[src/rtl/core/gfmdp_pkg.sv]
// Shared types, codes and constants for the GF(2^m) multiply/divide/power unit.
// No dependencies.
`timescale 1ns / 1ps

package gfmdp_pkg;

    localparam int DATA_W         = 16;   // field element / log width
    localparam int EXP_W          = 16;   // exponent width for power
    localparam int DEG_W          = 5;
    localparam int POLY_W         = 17;
    localparam int MAX_DEGREE_DEF = 16;
    localparam int CFG_IDX_W      = 1;

    typedef enum logic [1:0] {
        MODE_MUL = 2'd0,
        MODE_DIV = 2'd1,
        MODE_POW = 2'd2,
        MODE_NOP = 2'd3
    } mode_t;

    typedef enum logic [1:0] {
        ST_OK       = 2'd0,
        ST_DIV_ZERO = 2'd1,
        ST_RANGE    = 2'd2
    } status_t;

    // how the final result is formed
    typedef enum logic [1:0] {
        KIND_ZERO   = 2'd0,
        KIND_ONE    = 2'd1,
        KIND_LOOKUP = 2'd2
    } kind_t;

    typedef enum logic [CFG_IDX_W-1:0] {
        REG_DEGREE = 1'b0,
        REG_POLY   = 1'b1
    } cfg_reg_t;

    // one pipeline slot travelling along the cell chain
    typedef struct packed {
        logic              valid;
        mode_t             mode;
        kind_t             kind;
        status_t           status;
        logic [EXP_W-1:0]  expo;
        logic [DATA_W-1:0] la;
        logic [DATA_W-1:0] lb;
        logic [DATA_W-1:0] acc;
    } slot_t;

    // default primitive polynomial for each degree
    function automatic logic [POLY_W-1:0] default_poly(input logic [DEG_W-1:0] m);
        logic [POLY_W-1:0] p;
        begin
            case (m)
                5'd1:    p = 17'h00003;
                5'd2:    p = 17'h00007;
                5'd3:    p = 17'h0000b;
                5'd4:    p = 17'h00013;
                5'd5:    p = 17'h00025;
                5'd6:    p = 17'h00043;
                5'd7:    p = 17'h00089;
                5'd8:    p = 17'h0011d;
                5'd9:    p = 17'h00211;
                5'd10:   p = 17'h00409;
                5'd11:   p = 17'h00805;
                5'd12:   p = 17'h01053;
                5'd13:   p = 17'h0201b;
                5'd14:   p = 17'h04443;
                5'd15:   p = 17'h08003;
                5'd16:   p = 17'h1100b;
                default: p = 17'h00000;
            endcase
            return p;
        end
    endfunction

    // x + y modulo 2^m-1 with end-around carry; inputs at most mask
    function automatic logic [DATA_W-1:0] add_mod(input logic [DATA_W-1:0] x,
                                                  input logic [DATA_W-1:0] y,
                                                  input logic [DATA_W-1:0] mask);
        logic [DATA_W:0] s;
        logic            carry;
        begin
            s     = {1'b0, x} + {1'b0, y};
            carry = |(s & ~{1'b0, mask});
            return (s[DATA_W-1:0] & mask) + {{(DATA_W-1){1'b0}}, carry};
        end
    endfunction

endpackage

[src/rtl/core/gfmdp_cell.sv]
// One cell of the exponent chain: handles one exponent bit, MSB first,
// acc = 2*acc + bit*log(a) mod 2^m-1. Depends on gfmdp_pkg.
`timescale 1ns / 1ps

module gfmdp_cell
    import gfmdp_pkg::*;
#(
    parameter int BIT_POS = EXP_W - 1
)(
    input  logic              clk,
    input  logic              rst_n,
    input  logic              adv,
    input  logic [DATA_W-1:0] mask,
    input  slot_t             slot_in,
    output slot_t             slot_out
);

    logic [DATA_W-1:0] top_bit;
    logic [DATA_W-1:0] rot;
    logic [DATA_W-1:0] acc_next;
    slot_t             slot_reg;
    slot_t             slot_next;

    // rotate left within m bits is doubling mod 2^m-1
    always_comb
    begin
        top_bit = mask ^ (mask >> 1);
        rot     = ((slot_in.acc << 1) & mask) |
                  {{(DATA_W-1){1'b0}}, |(slot_in.acc & top_bit)};
        acc_next = slot_in.expo[BIT_POS] ? add_mod(rot, slot_in.la, mask) : rot;
        slot_next     = slot_in;
        slot_next.acc = acc_next;
    end

    always_ff @(posedge clk or negedge rst_n)
    begin
        if (!rst_n)
        begin
            slot_reg <= '0;
        end
        else if (adv)
        begin
            slot_reg <= slot_next;
        end
    end

    assign slot_out = slot_reg;

endmodule

[config.mk]
export PLATFORM = sky130hd
export DESIGN_NAME = gfmdp_cell
export DESIGN_NICKNAME = d
export VERILOG_FILES = /design/src/rtl/core/gfmdp_pkg.sv /design/src/rtl/core/gfmdp_cell.sv
export SDC_FILE = /design/constraint.sdc
export NUM_CORES = 1
export LEC_CHECK = 0
export BUFFER_PORTS_ARGS = -buffer_cell sky130_fd_sc_hd__buf_4
export CAP_MARGIN = 20
export CELL_PAD_IN_SITES_DETAIL_PLACEMENT = 1
export CELL_PAD_IN_SITES_GLOBAL_PLACEMENT = 1
export CORE_UTILIZATION = 35
export DETAILED_ROUTE_END_ITERATION = 8
export PLACE_DENSITY = 0.8
export SETUP_SLACK_MARGIN = 0.1
export SLEW_MARGIN = 0
export SYNTH_ARGS = -nofsm -noshare
export SYNTH_HDL_FRONTEND = slang
export SYNTH_SLANG_ARGS = --single-unit
export TNS_END_PERCENT = 20
[constraint.sdc]
create_clock -name clk -period 0.85 [get_ports clk]
set_input_delay 0.17 -clock clk [delete_from_list [all_inputs] [get_ports clk]]
set_output_delay 0.17 -clock clk [all_outputs]
set_load 0.005 [all_outputs]
==> flow_summary.toml, run 1 <==
[outcome]
status = "finished, violations left"
violations = "negative setup slack"

[critical_path]
required_ns = 1.07
crit_top_cell = "buf_4"
crit_slowest_cell = "or4_4"
crit_arrival_ns = 5.32
end_kind = "flop"
crit_path_max_incr_delay_ns = 0.48
cp_max_fo = 3
cp-start-kind = "primary input"
reg2reg_depth = 2
worst-setup-path-type = "primary input to flop"

[grt]
grt_pass1_wl_mm = 28.0
grt_pass1_vias = 5200
grt_overflow = 0
grt_usage_pct = 26.2
antenna_found_initial = 0
grt_max_degree = 32

[power]
p_leak_uw = 0.00378
p_sw_uw = 3830
comb_power_share_pct = 36.3
switching_share_pct = 31.4
peakVddDrop_mv = 1.04
p_int_uw = 8370
seqPwrFrac_pct = 33.0
power_density_nw_per_um2 = 1510
p_total_uw = 12200
clkPwrFrac_pct = 30.7

[clock_tree]
htree_levels = 3
cts_tree = "done"
cts_root_buf = "clkbuf_16"
cts_buffers = 9
clk_path_buf_depth = 2
cts_sinks = 71
clk_latency_ns = 0.34
clk_pin_slew_ns = 0.06

[route]
drc = 0
wl_mm = 18.2
wire_per_inst_um = 19.9
vias = 4689
drtIter0Drc = 255
first_pass_iters = 4
antenna_left = 0
viasPerCell = 5.12

[timing]
rsz0062_at_grt = "true"
setup_viol = 92
min_period_ns = 5.10
slew_headroom_pct = 65.2
fin_ws_ns = -4.25
final_hold_viol_count = 0
worst_slew_pin_slew_ns = 0.517
final_max_slew_viol_count = 0
fin_worst_skew_ns = 0
fmax_mhz = 196
post-route-period-util_pct = 600

[synthesis]
synth-seq-cells = 71
synth_cell_types = 63
yosysTopAreaCellShare_pct = 38.0
ys_warn_count = 0
synth_edf_count = 0
synth_area_leader_cell = "dfrtp_1"
synth-main-ff-cell = "dfrtp_1"
synth_cells = 446
ys_seq_area_share_pct = 38.0
syn_avg_cell_area_um2 = 10.5
yosys-top-cells-area = "dfrtp_1, mux2_2, ha_1, xor2_1, a21oi_1"
synthesis.area_um2 = 4670
synth_nets = 555
async_flop_share_pct = 100

[die]
die_x_um = 118
core_area_um2 = 12800
rows = 41
fp.dieArea_um2 = 13800
die_h_um = 118
start_util_pct = 36.4
boundaryPins = 161

[finish]
area_delta_synth_final_pct = 72.7
nNetsFinal = 847
drive_gt1_share_pct = 59.5
fin_util_pct = 62.9
largest_register_ff_count = 71
layout_common_cells = "buf_4, buf_6, dfrtp_1, mux2_2, nor2_1"
antenna_cells = 0
final_common_cell = "buf_4"

[place]
dp_hpwl_mm = 13.8
place.gp.congestion = 0.944
port_buffers = 160

[hold_path]
holdPathStages = 2
worstHoldPathType = "primary input to flop"

[run]
drv_cap = 0
==> kinds of logic (layout without fill, tap and decap cells) <==
kind of cell / Yosys count / in the layout / synth area share [%]
AOI/OAI and AO/OA: 90 / 90 / 14.8
xor gates and xnor gates: 36 / 36 / 7.07
and+or+nand+nor: 119 / 119 / 14.2
muxes: 69 / 69 / 16.5
DFF: 71 / 71 / 38.0
adders and majority gates: 19 / 19 / 5.25
buffers and inverters: 42 / 339 / 4.07
==> power by group through the flow <==
stage                     combinational (uW)  clock [uW]  sequential [uW]
final                                   4430        3740             4020
after global routing                    4730        3910             4060
after CTS                               4160        3780             4030
after detailed placement                3760           0             4010
after global placement                  3650           0             3980
after floorplan                         1610           0             4010
==> synthesized netlist by cell type (all sizes together), types with 5 or more instances <==
cell type and n:
xnor2 13, a21o 5, nand3 12, nand2b 11
inv 18, clkbuf 12, o21ai 19, nor3 6
and2 13, nor2 27, mux2 65, nand2 26
xor2 23, a2111oi 5, ha 18, buf 12
a21oi 28, dfrtp 71
==> path summary, 6_finish.rpt <==
check	from	end	slack [ns]
setup / recovery	mask[11]	slot_out[9]	-4.25
hold / removal	slot_in[64]	slot_out[64]	0.06
setup reg to reg	slot_out[28]	slot_out[28]	-0.07
hold reg to reg	slot_out[11]	slot_out[11]	0.52
max in group asynchronous	rst_n	slot_out[8]	0.24
min in group asynchronous	rst_n	slot_out[33]	0.21
==> final cells by class <==
type	instances	area, um2
clock inverter	6	45.0
inverter	18	67.6
timing repair buffer	305	2700
clock buffer	10	239
tap	172	215
fill	1355	4760
multi-input combinational	333	3020
sequential	71	1780
==> per-stage QoR <==
stage	hold WS [ns]	setup WS [ns]	cell area, um2	cells	TNS, ns
2_1_floorplan	-0.126	-4.22	4720	446	-79.98
3_3_place_gp	0.0247	-4.41	7020	877	-73.88
3_5_place_dp	0.0245	-4.58	7020	877	-77.28
4_1_cts	0.0490	-4.17	7800	900	-75.86
5_1_grt	0.0504	-4.47	8070	915	-81.22
6_report	0.0574	-4.25	8070	915	-76.20
==> worst max-delay path, delay by kind of cell <==
kind	cells	cell delay [ns]
mux	2	0.49
simple gates	6	1.54
xor+xnor	2	0.37
buf+inv	5	0.52
compound gates	7	1.46
fa+ha+maj	3	0.75
==> metal layers <==
| layer | vias to the layer above | wire length (um) | global-route usage, % |
|---|---|---|---|
| met1 | 2334 | 7290 | 30.1 |
| met2 | 133 | 9780 | 48.8 |
| met3 | 39 | 654 | 4.17 |
| li1 | 2183 | - | - |
| met5 | - | 0 | 0 |
| met4 | 0 | 505 | 9.46 |
==> repair_timing <==
action,4_1_cts,5_1_grt
hold endpoints to repair,71,0
hold buffers,1,0
gates cloned,0,0
endpoints found under the setup margin,123,141
pin swaps,43,33
setup buffers,9,15
gates resized for setup,105,27
Note: power is estimated with default switching activity, not from simulation.
==> inputs of run 2 (changes only) <==
clock period = 5.5 ns   (was 0.85 ns; I/O delays follow)
==> run 2 against run 1 <==
Compared with the run above: clock skew did not move; first-iteration DRC count fell by 40%; sequential share of layout area rose by 2.6 points; highest routed layer unchanged; clock power fell by 86%; combinational power fell by 87%; wire length fell by 6.9%; count of clock-buffer cells in the layout rose by 2; the flow still finishes with violations (negative setup slack); sequential power fell by 85%; sequential cell count did not move; non-clock buffer count fell by 57; die area did not move.
==> flow_summary.toml, run 2 (synthesized netlist as in run 1, its figures left out) <==
[clock_tree]
cts_buffers = 9
cts_hold_buffers = 0
cts_sinks = 71
clk_pin_slew_ns = 0.06
htree_levels = 3
cts_root_buf = "clkbuf_16"
cts_tree = "done"
clk_latency_ns = 0.33
clk_path_buf_depth = 2

[power]
clkPwrFrac_pct = 31.1
seqPwrFrac_pct = 35.2
p_sw_uw = 528
comb_power_share_pct = 33.7
power_density_nw_per_um2 = 240
switching_share_pct = 30.4
peakVddDrop_mv = 0.192
p_int_uw = 1210
p_leak_uw = 0.00333
p_total_uw = 1730

[route]
vias = 4445
antenna_left = 0
first_pass_iters = 4
viasPerCell = 5.19
drtIter0Drc = 154
wl_mm = 17.0
wire_per_inst_um = 19.8
drc = 0

[finish]
antenna_cells = 0
area_delta_synth_final_pct = 54.5
largest_register_ff_count = 71
layout_common_cells = "buf_4, dfrtp_1, mux2_2, nor2_1, a21oi_1"
final_cell_area_um2 = 7220
drive_gt1_share_pct = 55.0
final_common_cell = "buf_4"
nNetsFinal = 790

[die]
die_h_um = 118
die_x_um = 118
boundaryPins = 161
fp.dieArea_um2 = 13800
core_area_um2 = 12800
start_util_pct = 36.4
rows = 41

[place]
place.gp.congestion = 0.973
port_buffers = 160
placed_area_um2 = 6580
dpl_worst_slack_ns = -0.840
dp_hpwl_mm = 12.7

[critical_path]
end_kind = "flop"
cp-start-kind = "primary input"
r2r_end = "slot_out[24]"
required_ns = 5.72
cp_max_fo = 4
r2r_slack_ns = 4.70
crit_arrival_ns = 6.24
crit_path_end = "slot_out[12]"
worstReg2RegStart = "slot_out[24]"
crit_path_start = "mask[4]"
worst-setup-path-type = "primary input to flop"
reg2reg_depth = 1

[timing]
worst_slew_pin_slew_ns = 0.945
setup_viol = 15
min_period_ns = 6.02
fin_ws_ns = -0.516
rsz0062_at_grt = "true"
fin_worst_skew_ns = 0
fin_setup_tns_ns = -4.68
fmax_mhz = 166
post-route-period-util_pct = 109
final_max_slew_viol_count = 0
timing.hold.ws_ns = 0.506
slew_headroom_pct = 37.0
final_hold_viol_count = 0

[grt]
grt_pass1_vias = 4910
grt_overflow = 0
antenna_found_initial = 0
grt_usage_pct = 24.8
grt_pass1_wl_mm = 26.5
grt_max_degree = 79

[outcome]
violations = "negative setup slack"
status = "finished, violations left"

[run]
drv_cap = 0

[hold_path]
holdPathStages = 1
worstHoldPathType = "flop to flop"
-- run 2: cell types whose count changed in the layout (fill, tap and decap cells not counted), sizes merged --
cell | before | now
buf | 304 | 248
clkbuf | 10 | 12
clkinv | 3 | 1
dlygate4sd3 | 1 | 0
inv | 19 | 18
-- run 2: stage by stage --
step                      cells  util, %
after floorplan             446        -
after global placement      829     51.3
after detailed placement    829     51.3
after CTS                   849     54.6
after global routing        857     56.3
final                       857     56.3
-- run 2: what timing repair did --
item,4_1_cts,5_1_grt
endpoints found under the setup margin,16,16
buffers inserted,5,8
pin swaps,8,29
resized for setup,26,24
-- run 2: cell type report --
| type | instances | area [um2] |
|---|---|---|
| well taps | 172 | 215 |
| inverters | 18 | 67.6 |
| clock inverters | 3 | 20.0 |
| clock buffers | 12 | 246 |
| fillers | 1398 | 5610 |
| repair buffers | 248 | 1930 |
| multi-input cells | 333 | 2960 |
| flip-flops and latches | 71 | 1780 |
-- run 2: worst max-delay path, stage by stage --
cell,delay [ns]
buf_4,0.12
buf_4,0.16
xor2_2,0.17
a221oi_2,0.28
nand4_1,0.21
ha_2,0.24
fa_2,0.37
a21o_4,0.25
a221oi_4,0.32
buf_4,0.17
buf_6,0.10
o21ai_1,0.08
xor2_1,0.21
nand2b_1,0.10
o2111ai_1,0.14
a2111oi_2,0.06
nand2_1,0.10
or3_4,0.15
ha_4,0.13
nand3_4,0.07
nor3b_4,0.23
o21ai_2,0.09
a2111o_1,0.44
a2111oi_4,0.29
nand3_1,0.14
xnor2_1,0.18
a21oi_1,0.08
mux2_4,0.26
-- run 2: per-layer routing --
metal / global-route usage (%) / up-vias / part of all wire, %
met5: 0 / - / 0
met2: 46.1 / 136 / 53
met4: 8.17 / 0 / 2.5
li1: - / 2071 / -
met3: 4.89 / 24 / 4.0
met1: 28.1 / 2214 / 40
-- run 2: worst min-delay path by stage --
stage / slack (ns) / end / start
after floorplan: 0.49 / slot_out[11] / slot_out[11]
after global placement: 0.49 / slot_out[11] / slot_out[11]
after detailed placement: 0.49 / slot_out[13] / slot_out[13]
after CTS: 0.50 / slot_out[13] / slot_out[13]
after global routing: 0.52 / slot_out[64] / slot_out[64]
final: 0.51 / slot_out[64] / slot_out[64]
-- run 2: power by group through the flow --
stage          Combinational [uW]  Sequential, uW  Clock, uW
2_1_floorplan                 249             619          0
3_3_place_gp                  519             615          0
3_5_place_dp                  535             619          0
4_1_cts                       555             611        556
5_1_grt                       627             619        575
6_report                      584             610        540
==> inputs of run 3 (changes only) <==
CELL_PAD_IN_SITES_GLOBAL_PLACEMENT = 2   (was 1)
CORE_UTILIZATION = 31   (was 35)
PLACE_DENSITY = 0.86   (was 0.8)
==> run 3 against run 2 <==
Compared with the run above: the run ends with design-rule violations, negative setup slack left; critical path depth down 2; fmax up 3.1%; register-to-register slack better by 0.02 ns; utilization down 6.9 points; clock skew unchanged; largest cell class unchanged.
==> flow_summary.toml, run 3 (synthesized netlist as in run 1, its figures left out) <==
[outcome]
status = "finished, violations left"
violations = "design-rule violations, negative setup slack"

[hold_path]
min-delay-start = "slot_out[33]"
worstHoldPathType = "flop to flop"

[grt]
grt_overflow = 0
grt_pass1_vias = 4798
grt_pass1_wl_mm = 25.6
grt_usage_pct = 21.3
antenna_found_initial = 0
grt_max_degree = 79

[route]
vias = 4353
first_pass_iters = 6
drtIter0Drc = 127
antenna_left = 0
wire_per_inst_um = 18.6
drc = 15
viasPerCell = 5.01
wl_mm = 16.1

[power]
seqPwrFrac_pct = 32.6
clkPwrFrac_pct = 37.2
p_sw_uw = 540
p_leak_uw = 0.00335
switching_share_pct = 28.9
power_density_nw_per_um2 = 259
comb_power_share_pct = 30.2
peakVddDrop_mv = 0.206
p_int_uw = 1330

[timing]
fin_worst_skew_ns = 0
rsz0062_at_grt = "true"
fin_setup_tns_ns = -2.47
final_hold_viol_count = 0
fmax_mhz = 171
fin_ws_ns = -0.334
min_period_ns = 5.83
post-route-period-util_pct = 106
timing.hold.ws_ns = 0.506
slew_headroom_pct = 37.3
worst_slew_pin_slew_ns = 0.941
setup_viol = 12
final_max_slew_viol_count = 0

[critical_path]
reg2reg_depth = 1
r2r_slack_ns = 4.72
r2r_end = "slot_out[59]"
crit_slowest_cell = "fa_2"
end_kind = "flop"
crit_path_end = "slot_out[12]"
cp_num_cells = 26
cp-start-kind = "primary input"
crit_path_start = "mask[14]"
cp_top_family = "compound AO/OA/AOI/OAI gates"
worst-setup-path-type = "primary input to flop"
required_ns = 5.73
crit_arrival_ns = 6.06
cp_max_fo = 3
worstReg2RegStart = "slot_out[59]"
crit_path_max_incr_delay_ns = 0.35
cp.buffers_inverters = 2

[die]
die_h_um = 125
core_area_um2 = 14600
fp.dieArea_um2 = 15600
start_util_pct = 31.9
die_x_um = 125
boundaryPins = 161
rows = 44

[finish]
antenna_cells = 0
fin_util_pct = 49.4
final_cells = 868
drive_gt1_share_pct = 54.7
nNetsFinal = 788
largest_register_ff_count = 71
layout_common_cells = "buf_4, dfrtp_1, mux2_2, nor2_1, a21oi_1"
area_delta_synth_final_pct = 54.8
final_common_cell = "buf_4"

[run]
drv_cap = 0

[clock_tree]
htree_levels = 3
clk_path_buf_depth = 2
cts_tree = "done"
cts_root_buf = "clkbuf_16"
cts_hold_buffers = 0
cts_buffers = 9
cts_sinks = 71
clk_latency_ns = 0.34
clk_pin_slew_ns = 0.06

[place]
port_buffers = 160
dp_hpwl_mm = 12.6
dpl_worst_slack_ns = -1.33
dp.cells = 843
place.gp.congestion = 0.886
## run 3: changes by cell type in the layout (fill, tap and decap cells not counted), sizes merged
cell	delta
clkinv	-1
clkbuf	-2
inv	+2
bufinv	+3
clkinvlp	-1
buf	-2
## run 3: per-layer routing
metal	track usage, %	routed length [um]
met1	25.9	6840
met3	4.94	923
met2	36.8	8070
met5	0	0
met4	7.04	294
## run 3: per-stage QoR
step                power, uW  instance area [um2]
floorplan                 868                 4720
global placement         1130                 6600
detailed placement       1150                 6600
CTS                      1890                 7150
global route             1950                 7230
finish                   1870                 7230
## run 3: worst min-delay path by stage
stage	to	cells after the start
5_1_grt	slot_out[70]	1
3_5_place_dp	slot_out[13]	2
4_1_cts	slot_out[33]	1
3_3_place_gp	slot_out[67]	1
6_report	slot_out[33]	1
2_1_floorplan	slot_out[11]	2
## run 3: timing repair
action / 4_1_cts / 5_1_grt
pin swaps: 13 / 2
gates resized for setup: 31 / 12
setup buffers: 7 / 2
endpoints found under the setup margin: 16 / 16
## run 3: cell type report
type                       instances  area (um2)
multi-input combinational        333        2930
clock buffer                      10         229
inverter                          18        67.6
timing repair buffer             246        1890
clock inverter                     6         115
sequential                        71        1780
fill                            1626        7410
tap                              184         230
## run 3: power by group through the flow
| stage | clock [uW] | sequential (uW) | combinational, uW |
|---|---|---|---|
| floorplan | 0 | 619 | 249 |
| global placement | 0 | 614 | 518 |
| detailed placement | 0 | 618 | 533 |
| CTS | 716 | 610 | 560 |
| global route | 727 | 617 | 612 |
| finish | 696 | 609 | 566 |
